--- config.mk ---
export PLATFORM = sky130hd
export DESIGN_NAME = integer_pid_antiwindup_flat
export DESIGN_NICKNAME = d
export VERILOG_FILES = /design/src/sv/ipa_pkg.sv /design/src/sv/ipa_if.sv /design/src/sv/ipa_mul.sv /design/src/sv/ipa_div.sv /design/src/sv/integer_pid_antiwindup.sv /design/src/flat_wrapper.sv
export SDC_FILE = /design/constraint.sdc
export NUM_CORES = 2
export LEC_CHECK = 0
export ABC_CLOCK_PERIOD_IN_PS = 14000
export BUFFER_PORTS_ARGS = -buffer_cell sky130_fd_sc_hd__clkbuf_2
export CAP_MARGIN = 20
export CORE_UTILIZATION = 55
export CTS_BUF_LIST = sky130_fd_sc_hd__clkbuf_4
export CTS_CLUSTER_SIZE = 10
export DETAILED_ROUTE_END_ITERATION = 10
export PLACE_DENSITY = 0.73
export SYNTH_ARGS = -nofsm -noshare
export SYNTH_HDL_FRONTEND = slang
export SYNTH_SLANG_ARGS = --single-unit
export TNS_END_PERCENT = 50
--- constraint.sdc ---
create_clock -name clk -period 14 [get_ports clk]
set_clock_uncertainty 0.15 [all_clocks]
set_input_delay 1.4 -clock clk [delete_from_list [all_inputs] [get_ports clk]]
set_output_delay 1.4 -clock clk [all_outputs]
set_load 0.005 [all_outputs]
--- src/sv/ipa_pkg.sv ---
`timescale 1ns / 1ps
package ipa_pkg;

    localparam int unsigned WORD_W = 32;
    localparam int unsigned HALF_W = 16;
    localparam int unsigned CNT_W  = $clog2(WORD_W);
    localparam int unsigned IDX_W  = 3;

    // action codes
    localparam logic [1:0] ACT_EXEC   = 2'd0;
    localparam logic [1:0] ACT_AUTO   = 2'd1;
    localparam logic [1:0] ACT_MANUAL = 2'd2;

    // register indexes
    localparam logic [IDX_W-1:0] REG_P_FACTOR = 3'd0;
    localparam logic [IDX_W-1:0] REG_I_FACTOR = 3'd1;
    localparam logic [IDX_W-1:0] REG_D_FACTOR = 3'd2;
    localparam logic [IDX_W-1:0] REG_INTERVAL = 3'd3;
    localparam logic [IDX_W-1:0] REG_REVERSE  = 3'd4;
    localparam logic [IDX_W-1:0] REG_CV_MIN   = 3'd5;
    localparam logic [IDX_W-1:0] REG_CV_MAX   = 3'd6;

    localparam logic [HALF_W-1:0] DEF_PCT      = 16'd100;
    localparam logic [HALF_W-1:0] DEF_INTERVAL = 16'd100;
    localparam logic [HALF_W-1:0] DEF_CV_MAX   = 16'd1023;
    localparam logic [HALF_W-1:0] EQ_CV_MAX    = 16'd255;
    localparam logic [WORD_W-1:0] DIV_PCT      = 32'd100;
    localparam logic [WORD_W-1:0] DIV_TEN      = 32'd10;
    localparam logic [WORD_W-1:0] DIV_MILLI    = 32'd1000;

    typedef logic [WORD_W-1:0] word_t;
    typedef logic [HALF_W-1:0] half_t;

    typedef struct packed {
        logic  cv_valid;
        half_t control_value;
        half_t setpoint_out;
        word_t p_term;
        half_t i_term;
        word_t d_term;
        logic  auto_mode;
    } result_t;

    function automatic word_t sext16(input half_t v);
        sext16 = {{HALF_W{v[HALF_W-1]}}, v};
    endfunction

    // clamp a wrapped 32-bit value into the 16-bit limits
    function automatic half_t clamp16(input word_t v, input half_t lo, input half_t hi);
        if ($signed(v) > $signed(sext16(hi)))
            clamp16 = hi;
        else if ($signed(v) < $signed(sext16(lo)))
            clamp16 = lo;
        else
            clamp16 = v[HALF_W-1:0];
    endfunction

    // x * 1000 = x*1024 - x*16 - x*8
    function automatic word_t times_milli(input half_t v);
        word_t s;
        s = sext16(v);
        times_milli = (s << 10) - (s << 4) - (s << 3);
    endfunction

endpackage

--- src/sv/ipa_if.sv ---
`timescale 1ns / 1ps
interface ipa_in_if;
    logic               valid;
    logic               ready;
    logic [1:0]         action;
    ipa_pkg::word_t     now_ms;
    ipa_pkg::half_t     process_value;
    ipa_pkg::half_t     setpoint;
    ipa_pkg::half_t     manual_cv;

    modport source (output valid, action, now_ms, process_value, setpoint, manual_cv,
                    input ready);
    modport sink   (input valid, action, now_ms, process_value, setpoint, manual_cv,
                    output ready);
endinterface

interface ipa_out_if;
    logic               valid;
    logic               ready;
    logic               cv_valid;
    ipa_pkg::half_t     control_value;
    ipa_pkg::half_t     setpoint_out;
    ipa_pkg::word_t     p_term;
    ipa_pkg::half_t     i_term;
    ipa_pkg::word_t     d_term;
    logic               auto_mode;

    modport source (output valid, cv_valid, control_value, setpoint_out, p_term, i_term,
                    d_term, auto_mode, input ready);
    modport sink   (input valid, cv_valid, control_value, setpoint_out, p_term, i_term,
                    d_term, auto_mode, output ready);
endinterface

interface ipa_cfg_if;
    logic                        valid;
    logic                        ready;
    logic [ipa_pkg::IDX_W-1:0]   index;
    ipa_pkg::half_t              data;

    modport source (output valid, index, data, input ready);
    modport sink   (input valid, index, data, output ready);
endinterface

--- src/sv/ipa_mul.sv ---
`timescale 1ns / 1ps
// shift-add multiplier, one multiplier bit per cycle, product wraps at 32 bits
module ipa_mul (
    input  logic           clk,
    input  logic           rst_n,
    input  logic           start,
    input  ipa_pkg::word_t a,
    input  ipa_pkg::word_t b,
    output logic           done,
    output ipa_pkg::word_t product
);
    import ipa_pkg::*;

    word_t            acc_reg, acc_next;
    word_t            mcand_reg, mcand_next;
    word_t            mplier_reg, mplier_next;
    logic [CNT_W-1:0] cnt_reg, cnt_next;
    logic             busy_reg, busy_next;
    logic             done_reg, done_next;

    always_comb
    begin
        acc_next    = acc_reg;
        mcand_next  = mcand_reg;
        mplier_next = mplier_reg;
        cnt_next    = cnt_reg;
        busy_next   = busy_reg;
        done_next   = 1'b0;
        if (start)
        begin
            acc_next    = '0;
            mcand_next  = a;
            mplier_next = b;
            cnt_next    = '0;
            busy_next   = 1'b1;
        end
        else if (busy_reg)
        begin
            if (mplier_reg[0])
                acc_next = acc_reg + mcand_reg;
            mcand_next  = mcand_reg << 1;
            mplier_next = mplier_reg >> 1;
            cnt_next    = cnt_reg + 1'b1;
            if (&cnt_reg)
            begin
                busy_next = 1'b0;
                done_next = 1'b1;
            end
        end
    end

    always_ff @(posedge clk or negedge rst_n)
    begin
        if (!rst_n)
        begin
            cnt_reg  <= '0;
            busy_reg <= 1'b0;
            done_reg <= 1'b0;
        end
        else
        begin
            cnt_reg  <= cnt_next;
            busy_reg <= busy_next;
            done_reg <= done_next;
        end
    end

    always_ff @(posedge clk)
    begin
        acc_reg    <= acc_next;
        mcand_reg  <= mcand_next;
        mplier_reg <= mplier_next;
    end

    assign done    = done_reg;
    assign product = acc_reg;

endmodule

--- src/sv/ipa_div.sv ---
`timescale 1ns / 1ps
// restoring divider, signed numerator / positive divisor, truncates toward zero;
// one quotient bit per cycle
module ipa_div (
    input  logic           clk,
    input  logic           rst_n,
    input  logic           start,
    input  ipa_pkg::word_t num,
    input  ipa_pkg::word_t den,
    output logic           done,
    output ipa_pkg::word_t quotient
);
    import ipa_pkg::*;

    word_t            rem_reg, rem_next;
    word_t            quo_reg, quo_next;
    word_t            den_reg, den_next;
    logic             neg_reg, neg_next;
    logic [CNT_W-1:0] cnt_reg, cnt_next;
    logic             busy_reg, busy_next;
    logic             done_reg, done_next;
    logic [WORD_W:0]  trial;

    always_comb
    begin
        rem_next  = rem_reg;
        quo_next  = quo_reg;
        den_next  = den_reg;
        neg_next  = neg_reg;
        cnt_next  = cnt_reg;
        busy_next = busy_reg;
        done_next = 1'b0;
        trial     = {rem_reg, quo_reg[WORD_W-1]};
        if (start)
        begin
            rem_next  = '0;
            quo_next  = num[WORD_W-1] ? (~num + 1'b1) : num;
            den_next  = den;
            neg_next  = num[WORD_W-1];
            cnt_next  = '0;
            busy_next = 1'b1;
        end
        else if (busy_reg)
        begin
            if (trial >= {1'b0, den_reg})
            begin
                rem_next = trial[WORD_W-1:0] - den_reg;
                quo_next = {quo_reg[WORD_W-2:0], 1'b1};
            end
            else
            begin
                rem_next = trial[WORD_W-1:0];
                quo_next = {quo_reg[WORD_W-2:0], 1'b0};
            end
            cnt_next = cnt_reg + 1'b1;
            if (&cnt_reg)
            begin
                busy_next = 1'b0;
                done_next = 1'b1;
            end
        end
    end

    always_ff @(posedge clk or negedge rst_n)
    begin
        if (!rst_n)
        begin
            cnt_reg  <= '0;
            busy_reg <= 1'b0;
            done_reg <= 1'b0;
        end
        else
        begin
            cnt_reg  <= cnt_next;
            busy_reg <= busy_next;
            done_reg <= done_next;
        end
    end

    always_ff @(posedge clk)
    begin
        rem_reg <= rem_next;
        quo_reg <= quo_next;
        den_reg <= den_next;
        neg_reg <= neg_next;
    end

    assign done     = done_reg;
    assign quotient = neg_reg ? (~quo_reg + 1'b1) : quo_reg;

endmodule

--- src/sv/integer_pid_antiwindup.sv ---
`timescale 1ns / 1ps
// Integer PID controller with anti-windup. Every request transfer yields exactly one
// result transfer. Mode changes, ignored requests and executes that are not yet due
// complete straight from idle. A due execute runs through one bit-serial multiplier and
// one bit-serial restoring divider: P needs a multiply and a divide, the integral two
// multiplies and two divides, the derivative a multiply and a divide; the I and D
// steps are skipped while their factor is zero. A new request is taken only while the
// controller is idle and the output register is empty or its result transfers in the
// same cycle. Configuration writes are accepted at any time but must only be issued
// while the controller is idle.
module integer_pid_antiwindup (
    input  logic      clk,
    input  logic      rst_n,
    ipa_in_if.sink    req,
    ipa_out_if.source rsp,
    ipa_cfg_if.sink   cfg
);
    import ipa_pkg::*;

    localparam logic [3:0] ST_IDLE     = 4'd0;
    localparam logic [3:0] ST_P_MUL    = 4'd1;
    localparam logic [3:0] ST_P_DIV    = 4'd2;
    localparam logic [3:0] ST_I_MUL_DT = 4'd3;
    localparam logic [3:0] ST_I_MUL_KI = 4'd4;
    localparam logic [3:0] ST_I_DIV10  = 4'd5;
    localparam logic [3:0] ST_I_DIV1K  = 4'd6;
    localparam logic [3:0] ST_D_MUL    = 4'd7;
    localparam logic [3:0] ST_D_DIV    = 4'd8;
    localparam logic [3:0] ST_SUM      = 4'd9;
    localparam logic [3:0] ST_DONE     = 4'd10;

    // configuration
    half_t p_fac_reg, i_fac_reg, d_fac_reg, intv_reg, cv_min_reg, cv_max_reg;
    logic  rev_reg;

    // controller state
    logic  auto_reg, auto_next;
    word_t last_exec_reg, last_exec_next;
    word_t prev_err_reg, prev_err_next;
    word_t prop_reg, prop_next;
    half_t integ_reg, integ_next;
    word_t scaled_reg, scaled_next;
    word_t deriv_reg, deriv_next;
    half_t last_out_reg, last_out_next;

    // working registers for one execute
    logic [3:0] state_reg, state_next;
    logic       launched_reg, launched_next;
    word_t      err_reg, err_next;
    half_t      dt_reg, dt_next;
    half_t      sp_reg, sp_next;
    word_t      tmp_reg, tmp_next;

    // output register
    logic    out_valid_reg, out_valid_next;
    result_t res_reg, res_next;

    // arithmetic units
    logic  mul_start, mul_done, div_start, div_done;
    logic  mul_state, div_state;
    word_t mul_a, mul_b, mul_p, div_n, div_d, div_q;

    // derived values
    half_t lo, hi, pf, intv_eff, dt_calc, sp_out;
    word_t kp, ki, kd, elapsed, sum;
    logic  acc_in, slot_free, load_out, load_valid;

    ipa_mul u_mul (
        .clk     (clk),
        .rst_n   (rst_n),
        .start   (mul_start),
        .a       (mul_a),
        .b       (mul_b),
        .done    (mul_done),
        .product (mul_p)
    );

    ipa_div u_div (
        .clk      (clk),
        .rst_n    (rst_n),
        .start    (div_start),
        .num      (div_n),
        .den      (div_d),
        .done     (div_done),
        .quotient (div_q)
    );

    // normalized limits: swapped when reversed, 0..255 when equal
    always_comb
    begin
        priority if (cv_min_reg == cv_max_reg)
        begin
            lo = '0;
            hi = EQ_CV_MAX;
        end
        else if ($signed(cv_min_reg) < $signed(cv_max_reg))
        begin
            lo = cv_min_reg;
            hi = cv_max_reg;
        end
        else
        begin
            lo = cv_max_reg;
            hi = cv_min_reg;
        end
    end

    // signed gains; reverse action flips all three
    assign pf       = (p_fac_reg != '0) ? p_fac_reg : DEF_PCT;
    assign intv_eff = (intv_reg != '0) ? intv_reg : DEF_INTERVAL;
    assign kp       = rev_reg ? (~{16'd0, pf} + 1'b1) : {16'd0, pf};
    assign ki       = rev_reg ? (~{16'd0, i_fac_reg} + 1'b1) : {16'd0, i_fac_reg};
    assign kd       = rev_reg ? {16'd0, d_fac_reg} : (~{16'd0, d_fac_reg} + 1'b1);

    assign elapsed  = req.now_ms - last_exec_reg;
    assign dt_calc  = (elapsed[WORD_W-1:HALF_W] != '0) ? '1 : elapsed[HALF_W-1:0];
    assign sum      = prop_reg + sext16(integ_reg) + deriv_reg;

    assign slot_free = !out_valid_reg || rsp.ready;
    assign req.ready = (state_reg == ST_IDLE) && slot_free;
    assign acc_in    = req.valid && req.ready;
    assign cfg.ready = 1'b1;

    // one serial operation per state; launched marks that the unit was started
    assign mul_state = (state_reg == ST_P_MUL) || (state_reg == ST_I_MUL_DT)
                    || (state_reg == ST_I_MUL_KI) || (state_reg == ST_D_MUL);
    assign div_state = (state_reg == ST_P_DIV) || (state_reg == ST_I_DIV10)
                    || (state_reg == ST_I_DIV1K) || (state_reg == ST_D_DIV);
    assign mul_start = mul_state && !launched_reg;
    assign div_start = div_state && !launched_reg;

    always_comb
    begin
        unique case (state_reg)
            ST_P_MUL:
            begin
                mul_a = kp;
                mul_b = err_reg;
            end
            ST_I_MUL_DT:
            begin
                mul_a = {16'd0, dt_reg};
                mul_b = err_reg;
            end
            ST_I_MUL_KI:
            begin
                mul_a = tmp_reg;
                mul_b = ki;
            end
            default:
            begin
                mul_a = kd;
                mul_b = prev_err_reg - err_reg;
            end
        endcase
    end

    always_comb
    begin
        unique case (state_reg)
            ST_P_DIV:
            begin
                div_n = tmp_reg;
                div_d = DIV_PCT;
            end
            ST_I_DIV10:
            begin
                div_n = tmp_reg;
                div_d = DIV_TEN;
            end
            ST_I_DIV1K:
            begin
                div_n = scaled_reg;
                div_d = DIV_MILLI;
            end
            default:
            begin
                div_n = tmp_reg;
                div_d = {16'd0, dt_reg};
            end
        endcase
    end

    always_comb
    begin
        auto_next      = auto_reg;
        last_exec_next = last_exec_reg;
        prev_err_next  = prev_err_reg;
        prop_next      = prop_reg;
        integ_next     = integ_reg;
        scaled_next    = scaled_reg;
        deriv_next     = deriv_reg;
        last_out_next  = last_out_reg;
        state_next     = state_reg;
        launched_next  = launched_reg;
        err_next       = err_reg;
        dt_next        = dt_reg;
        sp_next        = sp_reg;
        tmp_next       = tmp_reg;
        sp_out         = req.setpoint;
        load_out       = 1'b0;
        load_valid     = 1'b0;

        if (mul_start || div_start)
            launched_next = 1'b1;
        if (mul_done || div_done)
            launched_next = 1'b0;

        unique case (state_reg)
            ST_IDLE:
            begin
                if (acc_in)
                begin
                    load_out = 1'b1;
                    priority if (req.action == ACT_AUTO)
                    begin
                        if (!auto_reg)
                        begin
                            // bumpless entry: integral takes over the present CV
                            auto_next     = 1'b1;
                            prev_err_next = '0;
                            prop_next     = '0;
                            deriv_next    = '0;
                            integ_next    = clamp16(sext16(req.manual_cv), lo, hi);
                            scaled_next   = times_milli(integ_next);
                            sp_out        = req.process_value;
                        end
                    end
                    else if (req.action == ACT_MANUAL)
                    begin
                        auto_next = 1'b0;
                    end
                    else if (req.action == ACT_EXEC && auto_reg
                             && elapsed >= {16'd0, intv_eff})
                    begin
                        load_out       = 1'b0;
                        last_exec_next = req.now_ms;
                        err_next       = sext16(req.setpoint) - sext16(req.process_value);
                        dt_next        = dt_calc;
                        sp_next        = req.setpoint;
                        state_next     = ST_P_MUL;
                    end
                end
            end
            ST_P_MUL, ST_I_MUL_DT, ST_I_MUL_KI, ST_D_MUL:
            begin
                if (mul_done)
                begin
                    tmp_next = mul_p;
                    unique case (state_reg)
                        ST_P_MUL:    state_next = ST_P_DIV;
                        ST_I_MUL_DT: state_next = ST_I_MUL_KI;
                        ST_I_MUL_KI: state_next = ST_I_DIV10;
                        default:     state_next = ST_D_DIV;
                    endcase
                end
            end
            ST_P_DIV:
            begin
                if (div_done)
                begin
                    prop_next = div_q;
                    priority if (i_fac_reg != '0)
                        state_next = ST_I_MUL_DT;
                    else if (d_fac_reg != '0)
                        state_next = ST_D_MUL;
                    else
                        state_next = ST_SUM;
                end
            end
            ST_I_DIV10:
            begin
                if (div_done)
                begin
                    scaled_next = scaled_reg + div_q;
                    state_next  = ST_I_DIV1K;
                end
            end
            ST_I_DIV1K:
            begin
                if (div_done)
                begin
                    // anti-windup: clamp and reload the scaled accumulator
                    integ_next = clamp16(div_q, lo, hi);
                    if ($signed(div_q) > $signed(sext16(hi))
                        || $signed(div_q) < $signed(sext16(lo)))
                        scaled_next = times_milli(integ_next);
                    state_next = (d_fac_reg != '0) ? ST_D_MUL : ST_SUM;
                end
            end
            ST_D_DIV:
            begin
                if (div_done)
                begin
                    deriv_next    = div_q;
                    prev_err_next = err_reg;
                    state_next    = ST_SUM;
                end
            end
            ST_SUM:
            begin
                last_out_next = clamp16(sum, lo, hi);
                state_next    = ST_DONE;
            end
            ST_DONE:
            begin
                sp_out = sp_reg;
                if (slot_free)
                begin
                    load_out   = 1'b1;
                    load_valid = 1'b1;
                    state_next = ST_IDLE;
                end
            end
            default:
            begin
                state_next = ST_IDLE;
            end
        endcase

        res_next.cv_valid      = load_valid;
        res_next.control_value = last_out_next;
        res_next.setpoint_out  = sp_out;
        res_next.p_term        = prop_next;
        res_next.i_term        = integ_next;
        res_next.d_term        = deriv_next;
        res_next.auto_mode     = auto_next;

        if (load_out)
            out_valid_next = 1'b1;
        else if (rsp.ready)
            out_valid_next = 1'b0;
        else
            out_valid_next = out_valid_reg;
    end

    always_ff @(posedge clk or negedge rst_n)
    begin
        if (!rst_n)
        begin
            p_fac_reg     <= DEF_PCT;
            i_fac_reg     <= '0;
            d_fac_reg     <= '0;
            intv_reg      <= DEF_INTERVAL;
            rev_reg       <= 1'b0;
            cv_min_reg    <= '0;
            cv_max_reg    <= DEF_CV_MAX;
            auto_reg      <= 1'b0;
            last_exec_reg <= '0;
            prev_err_reg  <= '0;
            prop_reg      <= '0;
            integ_reg     <= '0;
            scaled_reg    <= '0;
            deriv_reg     <= '0;
            last_out_reg  <= '0;
            state_reg     <= ST_IDLE;
            launched_reg  <= 1'b0;
            out_valid_reg <= 1'b0;
        end
        else
        begin
            if (cfg.valid && cfg.ready)
            begin
                unique case (cfg.index)
                    REG_P_FACTOR: p_fac_reg  <= cfg.data;
                    REG_I_FACTOR: i_fac_reg  <= cfg.data;
                    REG_D_FACTOR: d_fac_reg  <= cfg.data;
                    REG_INTERVAL: intv_reg   <= cfg.data;
                    REG_REVERSE:  rev_reg    <= cfg.data[0];
                    REG_CV_MIN:   cv_min_reg <= cfg.data;
                    REG_CV_MAX:   cv_max_reg <= cfg.data;
                    default:      ;
                endcase
            end
            auto_reg      <= auto_next;
            last_exec_reg <= last_exec_next;
            prev_err_reg  <= prev_err_next;
            prop_reg      <= prop_next;
            integ_reg     <= integ_next;
            scaled_reg    <= scaled_next;
            deriv_reg     <= deriv_next;
            last_out_reg  <= last_out_next;
            state_reg     <= state_next;
            launched_reg  <= launched_next;
            out_valid_reg <= out_valid_next;
        end
    end

    always_ff @(posedge clk)
    begin
        err_reg <= err_next;
        dt_reg  <= dt_next;
        sp_reg  <= sp_next;
        tmp_reg <= tmp_next;
        if (load_out)
            res_reg <= res_next;
    end

    assign rsp.valid         = out_valid_reg;
    assign rsp.cv_valid      = res_reg.cv_valid;
    assign rsp.control_value = res_reg.control_value;
    assign rsp.setpoint_out  = res_reg.setpoint_out;
    assign rsp.p_term        = res_reg.p_term;
    assign rsp.i_term        = res_reg.i_term;
    assign rsp.d_term        = res_reg.d_term;
    assign rsp.auto_mode     = res_reg.auto_mode;

    // the two serial units never finish together
    a_one_unit: assert property (@(posedge clk) disable iff (!rst_n)
        !(mul_done && div_done))
        else $error("multiplier and divider finished in the same cycle");

    // no operation is in flight while idle
    a_idle_quiet: assert property (@(posedge clk) disable iff (!rst_n)
        state_reg == ST_IDLE |-> !launched_reg)
        else $error("serial operation pending in idle");

    // a finished execute always hands over a result flagged as computed
    a_done_valid: assert property (@(posedge clk) disable iff (!rst_n)
        (state_reg == ST_DONE && slot_free) |=> (out_valid_reg && res_reg.cv_valid))
        else $error("execute result lost");

    // a unit only finishes in a state that started it
    a_done_state: assert property (@(posedge clk) disable iff (!rst_n)
        (!mul_done || mul_state) && (!div_done || div_state))
        else $error("unit finished outside its state");

endmodule

--- src/flat_wrapper.sv ---
// flat-port wrapper written by rule: the top's interface ports become plain ports
module integer_pid_antiwindup_flat import ipa_pkg::*;
  (clk, rst_n, req_valid, req_action, req_now_ms, req_process_value, req_setpoint, req_manual_cv, req_ready, rsp_valid, rsp_cv_valid, rsp_control_value, rsp_setpoint_out, rsp_p_term, rsp_i_term, rsp_d_term, rsp_auto_mode, rsp_ready, cfg_valid, cfg_index, cfg_data, cfg_ready);
  ipa_in_if req_i ();
  ipa_out_if rsp_i ();
  ipa_cfg_if cfg_i ();
  input  logic clk;
  input  logic rst_n;
  input wire logic [$bits(req_i.valid)-1:0] req_valid;
  input wire logic [$bits(req_i.action)-1:0] req_action;
  input wire logic [$bits(req_i.now_ms)-1:0] req_now_ms;
  input wire logic [$bits(req_i.process_value)-1:0] req_process_value;
  input wire logic [$bits(req_i.setpoint)-1:0] req_setpoint;
  input wire logic [$bits(req_i.manual_cv)-1:0] req_manual_cv;
  output wire logic [$bits(req_i.ready)-1:0] req_ready;
  output wire logic [$bits(rsp_i.valid)-1:0] rsp_valid;
  output wire logic [$bits(rsp_i.cv_valid)-1:0] rsp_cv_valid;
  output wire logic [$bits(rsp_i.control_value)-1:0] rsp_control_value;
  output wire logic [$bits(rsp_i.setpoint_out)-1:0] rsp_setpoint_out;
  output wire logic [$bits(rsp_i.p_term)-1:0] rsp_p_term;
  output wire logic [$bits(rsp_i.i_term)-1:0] rsp_i_term;
  output wire logic [$bits(rsp_i.d_term)-1:0] rsp_d_term;
  output wire logic [$bits(rsp_i.auto_mode)-1:0] rsp_auto_mode;
  input wire logic [$bits(rsp_i.ready)-1:0] rsp_ready;
  input wire logic [$bits(cfg_i.valid)-1:0] cfg_valid;
  input wire logic [$bits(cfg_i.index)-1:0] cfg_index;
  input wire logic [$bits(cfg_i.data)-1:0] cfg_data;
  output wire logic [$bits(cfg_i.ready)-1:0] cfg_ready;
  assign req_i.valid = req_valid;
  assign req_i.action = req_action;
  assign req_i.now_ms = req_now_ms;
  assign req_i.process_value = req_process_value;
  assign req_i.setpoint = req_setpoint;
  assign req_i.manual_cv = req_manual_cv;
  assign req_ready = req_i.ready;
  assign rsp_valid = rsp_i.valid;
  assign rsp_cv_valid = rsp_i.cv_valid;
  assign rsp_control_value = rsp_i.control_value;
  assign rsp_setpoint_out = rsp_i.setpoint_out;
  assign rsp_p_term = rsp_i.p_term;
  assign rsp_i_term = rsp_i.i_term;
  assign rsp_d_term = rsp_i.d_term;
  assign rsp_auto_mode = rsp_i.auto_mode;
  assign rsp_i.ready = rsp_ready;
  assign cfg_i.valid = cfg_valid;
  assign cfg_i.index = cfg_index;
  assign cfg_i.data = cfg_data;
  assign cfg_ready = cfg_i.ready;
  integer_pid_antiwindup u_core (.clk(clk), .rst_n(rst_n), .req(req_i), .rsp(rsp_i), .cfg(cfg_i));
endmodule
==> impl_metrics.py <==
metrics = {
    "die": {
        "rows": 105,
        "fp.dieArea_sq_um": 85300,
        "dieHeight_um": 292,
        "ios": 223,
        "die_w_um": 292,
        "start_util_pct": 56.0,
        "coreArea_sq_um": 82600,
    },
    "cts": {
        "clkSinkCount": 667,
        "cts-resized-gates": 0,
        "numCtsBuffers": 176,
        "clock_latency_ns": 1.16,
        "clkTransAtPathRegs_ns": 0.09,
        "hold_buffers": 0,
        "postCtsSetupBuffers": 0,
        "htreeDepth": 4,
        "cts_tree": "yes",
        "root_buffer": "clkbuf_4",
        "clockBufferDepth": 3,
    },
    "min_path": {
        "hold_path.class": "input pin to async pin",
    },
    "yosys": {
        "yosysTopAreaCellShare_pct": 20.0,
        "seq_area_frac_synth_pct": 38.8,
        "synth_cell_type_count": 100,
        "synth_nets": 5497,
        "synth.avg_cell_area_sq_um": 9.42,
        "synth_largest_area_cell": "edfxtp_1",
        "syn_area_sq_um": 46300,
        "ys_seq_elements": 667,
        "synth_top_cells_by_area": "edfxtp_1 20%, dfrtp_1 15%, ha_1 12%",
        "async_flop_share_pct": 44.2,
        "ys_warn_count": 0,
        "synth_enable_flop_cells": 308,
        "netlist_instances": 4911,
        "synth-main-ff-cell": "edfxtp_1",
    },
    "critical_path": {
        "cp.required_ns": 14.80,
        "timing.critical_path.fanout_max": 30,
        "crit_top_cell": "a21oi_1",
        "slowest_delay_ns": 0.77,
        "crit_type": "flop to flop",
        "slowest_stage": "o21ai_0",
        "endpoint_kind": "flop",
        "start_kind": "flop",
        "crit_arrival_ns": 10.94,
        "reg2regPathDepth": 36,
    },
    "drt": {
        "met3WireLength_um": 10300,
        "drtIter0Drc": 3250,
        "vias": 39100,
        "ant_nets": 0,
        "wire_per_inst_um": 21.6,
        "maxUsedRoutingLayer": "met4",
        "met1_length_um": 58700,
        "drc": 0,
        "viasPerCell": 6.07,
        "firstDrtPassIters": 8,
        "wl_um": 139000,
        "dr_wl_met2_um": 63900,
    },
    "timing": {
        "setup_tns_ns": 0,
        "hold_viol_final": 0,
        "finalMaxSlewViolations": 0,
        "fin_crit_sh_pct": 72.4,
        "slew_headroom_pct": 20.5,
        "rsz0062_at_grt": "no",
        "min_period_ns": 10.13,
        "fmax_mhz": 98.7,
        "worst_slew_pin_slew_ns": 1.19,
        "setup_viol": 0,
    },
    "grt": {
        "grt_max_degree": 77,
        "antenna_found_initial": 3,
        "overflow": 0,
        "track_usage_pct": 32.6,
        "grt_pass1_vias": 37700,
        "grt_pass1_wl_um": 215000,
    },
    "layout": {
        "drive_gt1_share_pct": 14.9,
        "fin_nets": 5788,
        "area_growth_pct": 10.5,
        "final_common_cell": "nand2_1",
        "final_cells": 6435,
        "final_cell_mix": "538 x nand2_1, 433 x ha_1, 356 x o21ai_0, 345 x nor2_1, 333 x inv_1",
    },
    "status": {
        "status": "complete, no violations",
    },
    "run": {
        "maxCapViolations": 0,
    },
    "place": {
        "portBuffers": 221,
        "dp_hpwl_um": 104000,
        "place_congestion": 1.02,
        "dp_cells": 6092,
    },
}
## cell type report
type,instances,area [sq um]
fillers,7061,31500
inverters,335,1260
diodes,10,25.0
well taps,1070,1340
multi-input cells,3727,26500
repair buffers,295,1690
clock buffers,273,2050
flip-flops and latches,667,17900
clock inverters,58,375
## cells in the mapped netlist, drive strengths merged (95+ instances only)
master  count
a21o      143
a21oi     295
clkbuf    152
dfrtp     279
edfxtp    308
ha        433
inv       333
mux2      128
mux2i     100
nand2     541
nor2      347
nor3       95
o21ai     399
xnor2     156
xor2      117
## cell families after synthesis
family	share of synthesized area, %
buffers and inverters	4.27
flip-flops	38.8
XOR/XNOR	5.18
other	0.00811
multiplexers	5.35
adder cells (fa/ha/maj)	13.8
AND/OR/NAND/NOR	13.9
AO/OA/AOI/OAI	18.7
## per-stage QoR
| stage | instance area (sq um) | setup slack (ns) | hold slack (ns) | utilization (%) |
|---|---|---|---|---|
| floorplan | 46300 | 2.86 | 0.279 | - |
| global placement | 48600 | 4.15 | 0.292 | 58.9 |
| detailed placement | 48600 | 4.02 | 0.299 | 58.9 |
| CTS | 51100 | 3.98 | 0.0465 | 61.8 |
| global route | 51100 | 3.13 | 0.116 | 61.8 |
| finish | 51100 | 3.87 | 0.106 | 61.9 |
## routing by layer
layer  vias to the layer above  GRT usage [%]
li1                      18600              -
met4                         0           15.9
met3                       353           6.10
met5                         -              0
met2                      1503           51.9
met1                     18600           42.8
## worst paths after layout
check,start,endpoint,slack [ns]
worst max-delay path,u_core.cv_min_reg[15],u_core.scaled_reg[24],3.87
worst min-delay path,rst_n,u_core.prop_reg[20],0.11
worst max register to register,u_core.cv_min_reg[15],u_core.scaled_reg[24],3.87
worst min register to register,u_core.u_mul.product[22],u_core.tmp_reg[22],0.27
max in group asynchronous,rst_n,u_core.prev_err_reg[13],11.48
min in group clk,u_core.u_mul.product[22],u_core.tmp_reg[22],0.27
## critical path, delay by kind of cell (launching register included)
kind / cells / cell delay [ns]
compound gates: 18 / 4.38
xor+xnor: 1 / 0.32
fa+ha+maj: 4 / 1.78
buf+inv: 4 / 0.98
flops: 1 / 0.41
simple gates: 9 / 1.92
Power is not shown: default switching activity piles up to over one toggle a cycle in this logic, so the estimate is an artifact.
